==> config.mk <==
export PLATFORM = sky130hd
export DESIGN_NAME = accel_crash_rollover_detector
export DESIGN_NICKNAME = d
export VERILOG_FILES = /design/src/hw/rtl/acrd_pkg.sv /design/src/hw/rtl/acrd_mul.sv /design/src/hw/rtl/accel_crash_rollover_detector.sv
export VERILOG_INCLUDE_DIRS = /design/src /design/src/hw/rtl
export SDC_FILE = /design/constraint.sdc
export NUM_CORES = 1
export LEC_CHECK = 0
export ABC_CLOCK_PERIOD_IN_PS = 7800
export BUFFER_PORTS_ARGS = -buffer_cell sky130_fd_sc_hd__buf_2
export CELL_PAD_IN_SITES_DETAIL_PLACEMENT = 2
export CELL_PAD_IN_SITES_GLOBAL_PLACEMENT = 2
export CORE_MARGIN = 2
export CORE_UTILIZATION = 38
export CTS_CLUSTER_DIAMETER = 100
export DETAILED_ROUTE_END_ITERATION = 7
export GPL_TIMING_DRIVEN = 1
export PLACE_DENSITY_LB_ADDON = 0.08
export SETUP_SLACK_MARGIN = 0.15
export SLEW_MARGIN = 15
export SYNTH_ARGS = -nofsm -noshare
export SYNTH_HDL_FRONTEND = slang
export SYNTH_SLANG_ARGS = --single-unit
==> constraint.sdc <==
create_clock -name clk -period 7.8 [get_ports clk]
set_input_delay 2.34 -clock clk [delete_from_list [all_inputs] [get_ports clk]]
set_output_delay 2.34 -clock clk [all_outputs]
set_load 0.01 [all_outputs]
==> src/hw/rtl/accel_crash_rollover_detector_macros.svh <==
// assertion macros for the crash and rollover detector
// used by the top level; expects clk and rst_n in scope
`ifndef ACCEL_CRASH_ROLLOVER_DETECTOR_MACROS_SVH
`define ACCEL_CRASH_ROLLOVER_DETECTOR_MACROS_SVH

// same-cycle implication, disabled during reset
`define ACRD_ASSERT_IMP(lbl, ante, cons, msg) \
  lbl: assert property (@(posedge clk) disable iff (!rst_n) (ante) |-> (cons)) \
    else $error(msg);

// next-cycle implication, disabled during reset
`define ACRD_ASSERT_NXT(lbl, ante, cons, msg) \
  lbl: assert property (@(posedge clk) disable iff (!rst_n) (ante) |=> (cons)) \
    else $error(msg);

`endif

==> src/hw/rtl/acrd_pkg.sv <==
// types, codes and threshold tables for the crash and rollover detector
// no dependencies; used by the top level
`default_nettype none

package acrd_pkg;

  // signed width wide enough for every limit and any sample width in range
  localparam int LIM_W = 17;
  typedef logic signed [LIM_W-1:0] lim_t;

  // roll test: x^2 * 2^ROLL_SHIFT > TAN2 * (y^2 + z^2)
  localparam int ROLL_SHIFT = 16;
  localparam int TAN2_W = 16;
  localparam logic [TAN2_W-1:0] ROLL_TAN2 = 16'd46077;

  localparam lim_t MOUNT_REV_LIMIT = -17'sd700;
  localparam lim_t BAD_X = 17'sd3000;
  localparam lim_t BAD_Y = 17'sd3000;
  localparam lim_t BAD_Z = 17'sd4000;

  // sensitivity levels
  localparam logic [1:0] LVL_LEAST = 2'd0;
  localparam logic [1:0] LVL_MID   = 2'd1;
  localparam logic [1:0] LVL_MOST  = 2'd2;
  localparam logic [1:0] LVL_RSVD  = 2'd3;

  // sample class codes
  localparam logic [2:0] CLS_EVAL    = 3'd0;
  localparam logic [2:0] CLS_SUSP    = 3'd1;
  localparam logic [2:0] CLS_INVALID = 3'd2;
  localparam logic [2:0] CLS_DUP     = 3'd3;
  localparam logic [2:0] CLS_MOUNT   = 3'd4;

  // axis codes
  localparam logic [2:0] AXIS_NONE = 3'd0;
  localparam logic [2:0] AXIS_X    = 3'd1;
  localparam logic [2:0] AXIS_Y    = 3'd2;
  localparam logic [2:0] AXIS_Z    = 3'd3;
  localparam logic [2:0] AXIS_ROLL = 3'd4;

  // alarm codes; one to four match the axis codes
  localparam logic [2:0] ALM_NONE    = 3'd0;
  localparam logic [2:0] ALM_SUSPEND = 3'd5;

  typedef enum logic [2:0] {
    ST_IDLE,
    ST_MUL_X,
    ST_MUL_Y,
    ST_MUL_Z,
    ST_MUL_T,
    ST_MUL_R,
    ST_FIN
  } state_t;

  function automatic lim_t x_lim(input logic [1:0] lv);
    case (lv)
      LVL_LEAST: x_lim = 17'sd900;
      LVL_MID:   x_lim = 17'sd700;
      default:   x_lim = 17'sd500;
    endcase
  endfunction

  function automatic lim_t y_pos(input logic [1:0] lv);
    case (lv)
      LVL_LEAST: y_pos = 17'sd1200;
      LVL_MID:   y_pos = 17'sd800;
      default:   y_pos = 17'sd600;
    endcase
  endfunction

  function automatic lim_t y_neg(input logic [1:0] lv);
    case (lv)
      LVL_LEAST: y_neg = -17'sd400;
      default:   y_neg = -17'sd200;
    endcase
  endfunction

  function automatic lim_t z_pos(input logic [1:0] lv);
    case (lv)
      LVL_LEAST: z_pos = 17'sd2000;
      LVL_MID:   z_pos = 17'sd1600;
      default:   z_pos = 17'sd1400;
    endcase
  endfunction

  function automatic lim_t z_neg(input logic [1:0] lv);
    case (lv)
      LVL_LEAST: z_neg = -17'sd500;
      default:   z_neg = -17'sd300;
    endcase
  endfunction

endpackage

`default_nettype wire

==> src/hw/rtl/acrd_mul.sv <==
// shared unsigned multiplier with registered product
// no package dependency; instantiated by the top level
`default_nettype none

module acrd_mul #(
  parameter int A_W = 29,
  parameter int B_W = 16
) (
  input  wire logic               clk,
  input  wire logic [A_W-1:0]     a,
  input  wire logic [B_W-1:0]     b,
  output logic      [A_W+B_W-1:0] p
);

  logic [A_W+B_W-1:0] p_r;

  always_ff @(posedge clk) begin
    p_r <= (A_W+B_W)'(a) * (A_W+B_W)'(b);
  end

  assign p = p_r;

endmodule

`default_nettype wire

==> src/hw/rtl/accel_crash_rollover_detector.sv <==
// top level of the accelerometer crash and rollover detector
// depends on acrd_pkg, acrd_mul and accel_crash_rollover_detector_macros.svh
//
// usage:
//   in_*  : one accelerometer sample per transaction (valid/ready)
//   out_* : one classification result per transaction (valid/ready)
//   cfg_* : sensitivity level write, taken on any cycle with cfg_wr_en high;
//           level three is ignored
// sequencing:
//   a sample runs through four passes of one shared multiplier
//   (x^2, y^2, z^2, then 46077 * (y^2 + z^2)), one add step and a final
//   compare step;
//   the result is registered in the final step, and a new sample is taken
//   only after the sequencer has returned to idle.
//   in_ready is high only while the sequencer is idle.
// stalls:
//   the result sits in an output register; a new sample may be taken while
//   it waits, and the sequencer holds in its final step until the register
//   is free.
// reset:
//   rst_n is synchronous active low; it clears the mount decision, the last
//   sample, the hit bits and sets sensitivity level 1.
`default_nettype none

`include "accel_crash_rollover_detector_macros.svh"

module accel_crash_rollover_detector #(
  parameter int SAMPLE_BITS = 14
) (
  input  wire logic                          clk,
  input  wire logic                          rst_n,
  input  wire logic                          cfg_wr_en,
  input  wire logic [1:0]                    cfg_wr_data,
  input  wire logic                          in_valid,
  output logic                               in_ready,
  input  wire logic                          in_ignition_on,
  input  wire logic                          in_irq_crash,
  input  wire logic signed [SAMPLE_BITS-1:0] in_accel_x,
  input  wire logic signed [SAMPLE_BITS-1:0] in_accel_y,
  input  wire logic signed [SAMPLE_BITS-1:0] in_accel_z,
  output logic                               out_valid,
  input  wire logic                          out_ready,
  output logic [2:0]                         out_sample_class,
  output logic [2:0]                         out_axis_exceeded,
  output logic [2:0]                         out_alarm,
  output logic                               out_mount_reversed
);

  localparam int SQ_W   = 2 * SAMPLE_BITS;
  localparam int SUM_W  = SQ_W + 1;
  localparam int MB_W   = acrd_pkg::TAN2_W;
  localparam int PROD_W = SUM_W + MB_W;
  localparam int EXT_W  = acrd_pkg::LIM_W - SAMPLE_BITS;

  acrd_pkg::state_t state_r, state_nxt;

  logic [1:0] sens_r;

  // captured sample
  logic                          ign_r, irq_r;
  logic signed [SAMPLE_BITS-1:0] x_r, y_r, z_r;

  // arithmetic pipeline registers and multiplier operands
  logic [SQ_W-1:0]  sqx_r;
  logic [SUM_W-1:0] syz_r;
  logic [PROD_W-1:0] prod;
  logic [SUM_W-1:0] mul_a;
  logic [MB_W-1:0]  mul_b;

  // detector state
  logic                          mount_known_r, mount_known_nxt;
  logic                          rev_r, rev_nxt;
  logic signed [SAMPLE_BITS-1:0] last_x_r, last_y_r, last_z_r;
  logic                          store_last;
  logic                          x_hits_r, y_hits_r, z_hits_r, roll_hits_r;
  logic                          x_hits_nxt, y_hits_nxt, z_hits_nxt, roll_hits_nxt;

  // output register
  logic       out_valid_r;
  logic [2:0] cls_r, axis_r, alarm_r;
  logic       rev_out_r;

  logic       fin_fire;
  logic       in_fire;
  logic [2:0] res_cls, res_axis, res_alarm;

  logic [SAMPLE_BITS-1:0] mag_x, mag_y, mag_z;
  acrd_pkg::lim_t         xe, ye, ze, zp, zn;
  logic [PROD_W-1:0]      roll_lhs;
  logic                   roll_over;

  assign in_fire = in_valid && in_ready;

  assign mag_x = x_r[SAMPLE_BITS-1] ? SAMPLE_BITS'(~x_r + 1'b1) : x_r;
  assign mag_y = y_r[SAMPLE_BITS-1] ? SAMPLE_BITS'(~y_r + 1'b1) : y_r;
  assign mag_z = z_r[SAMPLE_BITS-1] ? SAMPLE_BITS'(~z_r + 1'b1) : z_r;

  assign xe = {{EXT_W{x_r[SAMPLE_BITS-1]}}, x_r};
  assign ye = {{EXT_W{y_r[SAMPLE_BITS-1]}}, y_r};
  assign ze = {{EXT_W{z_r[SAMPLE_BITS-1]}}, z_r};

  acrd_mul #(
    .A_W (SUM_W),
    .B_W (MB_W)
  ) u_mul (
    .clk (clk),
    .a   (mul_a),
    .b   (mul_b),
    .p   (prod)
  );

  // next state
  always_comb begin
    state_nxt = state_r;
    case (state_r)
      acrd_pkg::ST_IDLE:  if (in_valid) state_nxt = acrd_pkg::ST_MUL_X;
      acrd_pkg::ST_MUL_X: state_nxt = acrd_pkg::ST_MUL_Y;
      acrd_pkg::ST_MUL_Y: state_nxt = acrd_pkg::ST_MUL_Z;
      acrd_pkg::ST_MUL_Z: state_nxt = acrd_pkg::ST_MUL_T;
      acrd_pkg::ST_MUL_T: state_nxt = acrd_pkg::ST_MUL_R;
      acrd_pkg::ST_MUL_R: state_nxt = acrd_pkg::ST_FIN;
      acrd_pkg::ST_FIN:   if (!out_valid_r || out_ready) state_nxt = acrd_pkg::ST_IDLE;
      default:            state_nxt = acrd_pkg::ST_IDLE;
    endcase
  end

  // sequencer outputs: handshake and multiplier operand select
  always_comb begin
    in_ready = 1'b0;
    fin_fire = 1'b0;
    mul_a    = '0;
    mul_b    = '0;
    case (state_r)
      acrd_pkg::ST_IDLE: in_ready = 1'b1;
      acrd_pkg::ST_MUL_X: begin
        mul_a = SUM_W'(mag_x);
        mul_b = MB_W'(mag_x);
      end
      acrd_pkg::ST_MUL_Y: begin
        mul_a = SUM_W'(mag_y);
        mul_b = MB_W'(mag_y);
      end
      acrd_pkg::ST_MUL_Z: begin
        mul_a = SUM_W'(mag_z);
        mul_b = MB_W'(mag_z);
      end
      acrd_pkg::ST_MUL_R: begin
        mul_a = syz_r;
        mul_b = acrd_pkg::ROLL_TAN2;
      end
      acrd_pkg::ST_FIN: begin
        // keep the roll product steady while the result waits
        mul_a    = syz_r;
        mul_b    = acrd_pkg::ROLL_TAN2;
        fin_fire = !out_valid_r || out_ready;
      end
      default: ;
    endcase
  end

  // roll compare against the last product
  assign roll_lhs  = PROD_W'({sqx_r, {acrd_pkg::ROLL_SHIFT{1'b0}}});
  assign roll_over = roll_lhs > prod;

  // z window follows the mounting
  assign zp = rev_r ? -acrd_pkg::z_neg(sens_r) : acrd_pkg::z_pos(sens_r);
  assign zn = rev_r ? -acrd_pkg::z_pos(sens_r) : acrd_pkg::z_neg(sens_r);

  // classification and filter update
  always_comb begin
    res_cls         = acrd_pkg::CLS_EVAL;
    res_axis        = acrd_pkg::AXIS_NONE;
    res_alarm       = acrd_pkg::ALM_NONE;
    mount_known_nxt = mount_known_r;
    rev_nxt         = rev_r;
    store_last      = 1'b0;
    x_hits_nxt      = x_hits_r;
    y_hits_nxt      = y_hits_r;
    z_hits_nxt      = z_hits_r;
    roll_hits_nxt   = roll_hits_r;
    if (!mount_known_r) begin
      res_cls = acrd_pkg::CLS_MOUNT;
      if (z_r != '0) begin
        mount_known_nxt = 1'b1;
        rev_nxt         = ze < acrd_pkg::MOUNT_REV_LIMIT;
      end
    end else if (!ign_r) begin
      res_cls = acrd_pkg::CLS_SUSP;
      if (irq_r) res_alarm = acrd_pkg::ALM_SUSPEND;
    end else if (xe > acrd_pkg::BAD_X && ye > acrd_pkg::BAD_Y && ze > acrd_pkg::BAD_Z) begin
      res_cls = acrd_pkg::CLS_INVALID;
    end else if (x_r == last_x_r && y_r == last_y_r && z_r == last_z_r) begin
      res_cls = acrd_pkg::CLS_DUP;
    end else begin
      store_last = 1'b1;
      if (xe > acrd_pkg::x_lim(sens_r) || xe < -acrd_pkg::x_lim(sens_r)) begin
        res_axis   = acrd_pkg::AXIS_X;
        x_hits_nxt = !x_hits_r;
        if (x_hits_r) res_alarm = acrd_pkg::AXIS_X;
      end else if (ye > acrd_pkg::y_pos(sens_r) || ye < acrd_pkg::y_neg(sens_r)) begin
        res_axis   = acrd_pkg::AXIS_Y;
        y_hits_nxt = !y_hits_r;
        if (y_hits_r) res_alarm = acrd_pkg::AXIS_Y;
      end else if (ze > zp || ze < zn) begin
        res_axis   = acrd_pkg::AXIS_Z;
        z_hits_nxt = !z_hits_r;
        if (z_hits_r) res_alarm = acrd_pkg::AXIS_Z;
      end else if (roll_over) begin
        res_axis      = acrd_pkg::AXIS_ROLL;
        roll_hits_nxt = !roll_hits_r;
        if (roll_hits_r) res_alarm = acrd_pkg::AXIS_ROLL;
      end else begin
        x_hits_nxt    = 1'b0;
        y_hits_nxt    = 1'b0;
        z_hits_nxt    = 1'b0;
        roll_hits_nxt = 1'b0;
      end
    end
  end

  // control registers
  always_ff @(posedge clk) begin
    if (!rst_n) begin
      state_r       <= acrd_pkg::ST_IDLE;
      sens_r        <= acrd_pkg::LVL_MID;
      mount_known_r <= 1'b0;
      rev_r         <= 1'b0;
      last_x_r      <= '0;
      last_y_r      <= '0;
      last_z_r      <= '0;
      x_hits_r      <= 1'b0;
      y_hits_r      <= 1'b0;
      z_hits_r      <= 1'b0;
      roll_hits_r   <= 1'b0;
      out_valid_r   <= 1'b0;
    end else begin
      state_r <= state_nxt;
      if (cfg_wr_en && cfg_wr_data != acrd_pkg::LVL_RSVD) sens_r <= cfg_wr_data;
      if (fin_fire) begin
        mount_known_r <= mount_known_nxt;
        rev_r         <= rev_nxt;
        x_hits_r      <= x_hits_nxt;
        y_hits_r      <= y_hits_nxt;
        z_hits_r      <= z_hits_nxt;
        roll_hits_r   <= roll_hits_nxt;
        if (store_last) begin
          last_x_r <= x_r;
          last_y_r <= y_r;
          last_z_r <= z_r;
        end
      end
      if (fin_fire) out_valid_r <= 1'b1;
      else if (out_ready) out_valid_r <= 1'b0;
    end
  end

  // payload registers
  always_ff @(posedge clk) begin
    if (in_fire) begin
      ign_r <= in_ignition_on;
      irq_r <= in_irq_crash;
      x_r   <= in_accel_x;
      y_r   <= in_accel_y;
      z_r   <= in_accel_z;
    end
    case (state_r)
      acrd_pkg::ST_MUL_Y: sqx_r <= prod[SQ_W-1:0];
      acrd_pkg::ST_MUL_Z: syz_r <= SUM_W'(prod[SQ_W-1:0]);
      acrd_pkg::ST_MUL_T: syz_r <= syz_r + SUM_W'(prod[SQ_W-1:0]);
      default: ;
    endcase
    if (fin_fire) begin
      cls_r     <= res_cls;
      axis_r    <= res_axis;
      alarm_r   <= res_alarm;
      rev_out_r <= rev_nxt;
    end
  end

  assign out_valid          = out_valid_r;
  assign out_sample_class   = cls_r;
  assign out_axis_exceeded  = axis_r;
  assign out_alarm          = alarm_r;
  assign out_mount_reversed = rev_out_r;

  `ACRD_ASSERT_NXT(a_busy_after_accept, in_valid && in_ready, !in_ready, "ready after accept")
  `ACRD_ASSERT_IMP(a_axis_only_eval, out_valid, out_axis_exceeded == acrd_pkg::AXIS_NONE || out_sample_class == acrd_pkg::CLS_EVAL, "axis set on non-evaluated sample")
  `ACRD_ASSERT_IMP(a_alarm_source, out_valid && out_alarm != acrd_pkg::ALM_NONE, (out_alarm == acrd_pkg::ALM_SUSPEND && out_sample_class == acrd_pkg::CLS_SUSP) || (out_sample_class == acrd_pkg::CLS_EVAL && out_alarm == out_axis_exceeded), "alarm without matching cause")
  `ACRD_ASSERT_NXT(a_fin_holds, state_r == acrd_pkg::ST_FIN && out_valid_r && !out_ready, state_r == acrd_pkg::ST_FIN, "result step left while output full")

endmodule

`default_nettype wire

==> results_dict.tcl <==
set metrics [dict create \
    ys_ff_latch 210 \
    holdCritStartpoint "u_mul.p[0]" \
    fin_crit_sh_pct 104 \
    total_power_mw 6.48 \
    antenna_found_initial 8 \
    yosysTopAreaCellShare_pct 27.4 \
    cp-end-kind "register" \
    ff2ff_path_depth 31 \
    slowest_delay_ns 0.56 \
    finalHoldViolCount 0 \
    grt_pass1_wl_mm 148 \
    cts_buffers 25 \
    fillers 7106 \
    grt_util_all_layers_pct 28.0 \
    worstPathArrival_ns 8.62 \
    clockBufferDepth 3 \
    routed_via_density 5.32 \
    ir_drop_uv 165 \
    slew_viol_final 0 \
    nets 3710 \
    cp.required_ns 8.31 \
    yosys_warnings 0 \
    io_pins 63 \
    postSynthAreaPerCell_um2 9.30 \
    drive_above_1_share_pct 19.4 \
    cts-root-buf "clkbuf_16" \
    placement.io_buffers 62 \
    wl_mm 97.0 \
    cts_tree "yes" \
    first_global_vias 24100 \
    synthesis.instances 2743 \
    grt_max_degree 64 \
    r2r_start "x_r[6]" \
    status "finished with violations" \
    num_vias 21000 \
    synth_area_um2 25500 \
    setup_ws_ns -0.311 \
    dp_hpwl_mm 78.8 \
    core-area_um2 66100 \
    hp-class "reg -> reg" \
    rsz0062_at_grt "yes" \
    die_h_um 263 \
    async_reset_ff_share_pct 0 \
    fmax_mhz 123 \
    row_count 94 \
    tightest_slew_ns 1.08 \
    holdWs_ns 0.508 \
    r2r-end "u_mul.p[33]" \
    cellLeakagePower_nw 15.3 \
    most-common-layout-cells "inv_1 (530), fa_1 (327), buf_4 (263)" \
    slew_headroom_pct 28.2 \
    floorplan.initialDensity_pct 38.6 \
    critPathLaunchType "register" \
    worstHoldPathCells 0 \
    die_w_um 263 \
    ys_seq_area_share_pct 20.8 \
    cp.depth 31 \
    ys_types 82 \
    cts_sinks 210 \
    slowest_stage "or4_4" \
    synthTopCellsByArea "fa_1 (27%), edfxtp_1 (13%), ha_1 (12%)" \
    finClkSkew_ns 0.0255 \
    worstSetupPathType "reg -> reg" \
    drtIter0Drc 1237 \
    setup.worst_path.end "u_mul.p[33]" \
    dp_slack_ns -0.477 \
    worst-path-max-fanout 6 \
    synth-edff-count 111 \
    final_common_cell "inv_1" \
    synthFlopType "edfxtp_1" \
    clk_pin_slew_ns 0.06 \
    first_pass_iters 5 \
    setup.worst_path.start "x_r[6]" \
    grt_remaining_overflow 0 \
    cap_violations 0 \
    synth_top_area_cell "fa_1" \
    cellPowerDensity_nw_per_um2 210 \
    insertion_delay_ns 0.59 \
    worst-path-buf-inv 9 \
    violations "setup timing" \
    gp_congestion 0.878 \
    cts_max_level 1 \
    drc 0 \
    crit_family "adder cells" \
    syn_to_final_growth_pct 21.1 \
    reg2reg_slack_ns -0.31 \
    setup_viol 20 \
    wire_per_inst_um 24.5 \
    finalCriticalPeriod_ns 8.11 \
    drtAntennaViolNets 0 \
    die-area_um2 69200 \
]
## how the worst min path moves through the flow
stage,end,slack [ns]
4_1_cts,sqx_r[0],0.50
2_1_floorplan,sqx_r[15],0.45
5_1_grt,sqx_r[0],0.53
3_3_place_gp,sqx_r[0],0.48
6_report,sqx_r[0],0.51
3_5_place_dp,sqx_r[0],0.49
## power by group
part / switching, mW / internal (mW) / total, mW
Combinational: 2.17 / 1.58 / 3.75
Sequential: 0.191 / 1.36 / 1.55
Clock: 0.531 / 0.642 / 1.17
Total: 2.89 / 3.59 / 6.48
## stage by stage
stage               setup TNS [ns]  instance area (um^2)  util, %  instances
CTS                         -0.341                 30300     45.8       3935
detailed placement           -5.28                 28900     43.7       3873
global placement             -2.29                 28900     43.7       3873
finish                       -3.06                 30900     46.7       3954
global route                 -8.11                 30900     46.7       3951
floorplan                   -0.101                 25900        -       2787
## cell type report
| cell class | count | area [um^2] | area share (%) |
|---|---|---|---|
| clock inverters | 11 | 104 | 0.336 |
| flip-flops and latches | 210 | 5320 | 17.2 |
| well taps | 864 | 1080 | 3.50 |
| multi-input cells | 1911 | 18900 | 61.1 |
| clock buffers | 35 | 673 | 2.18 |
| inverters | 562 | 2120 | 6.87 |
| repair buffers | 358 | 2720 | 8.81 |
| diodes | 3 | 7.51 | 0.0243 |
## logic make-up after synthesis
logic type      count (synthesis)  synth area share, %
xor+xnor                      131                 4.50
flops                         210                 20.8
mux                            51                 2.02
compound gates                408                 10.5
simple gates                  684                 12.9
fa+ha+maj                     591                 39.3
buf+inv                       666                 9.89
other cells                     2               0.0294
## cell usage after synthesis (4+ instances only)
cell / count
nand2b_1: 19
nor3b_1: 5
a31oi_1: 12
nand3_1: 23
and2_1: 58
a41oi_1: 4
buf_1: 9
nor2b_1: 21
or4_1: 9
edfxtp_1: 111
nand4_1: 21
nor4_1: 21
nand2_1: 210
a21o_1: 50
a21oi_1: 90
clkbuf_1: 81
nor2_1: 202
ha_1: 242
a2111oi_0: 6
mux2i_1: 48
or3_1: 10
nand3b_1: 10
o21ai_0: 93
xor2_1: 74
o22ai_1: 11
a21boi_0: 9
and4_1: 5
xnor2_1: 57
dfxtp_1: 99
o41ai_1: 7
o211ai_1: 14
buf_2: 13
inv_1: 555
o21a_1: 22
o2111ai_1: 6
or2_2: 8
o31ai_1: 12
a211oi_1: 11
o21bai_1: 12
a221oi_1: 6
a311oi_1: 6
fa_1: 349
nor3_1: 30
and3_1: 14
## flip-flops by register name, indices dropped and copies added (netlist names)
register and flops:
x_hits_r 1, out_valid 1, y_r 14, state_r 3, last_x_r 14, x_r 14
y_hits_r 1, z_hits_r 1, out_mount_reversed 1, out_axis_exceeded 3, last_z_r 14, rev_r 1
irq_r 1, syz_r 29, last_y_r 14, out_alarm 3, u_mul.p 45, ign_r 1
sqx_r 28, sens_r 2, out_sample_class 3, z_r 14, mount_known_r 1, roll_hits_r 1
## worst register-to-register path, delay by kind of cell (launching register included)
family                   cells  cell delay [ns]
AO/OA/AOI/OAI                7             1.73
XOR/XNOR                     1             0.13
adder cells (fa/ha/maj)      7             3.25
buffers and inverters        9             0.93
flip-flops                   1             0.41
AND/OR/NAND/NOR              7             1.61
## what timing repair did
action | 4_1_cts | 5_1_grt
setup buffers | 16 | 16
pin swaps | 63 | 41
resized for setup | 119 | 102
setup endpoints to repair | 27 | 28
hold buffers | 0 | 0
## layer usage
metal | wire, um | GRT usage (%) | vias to the layer above
li1 | - | - | 9443
met1 | 44600 | 39.4 | 11100
met2 | 44400 | 44.9 | 379
met3 | 5660 | 4.97 | 110
met4 | 2280 | 6.39 | 2
met5 | 13 | 0 | -
Note: power is estimated with default switching activity, not from simulation.
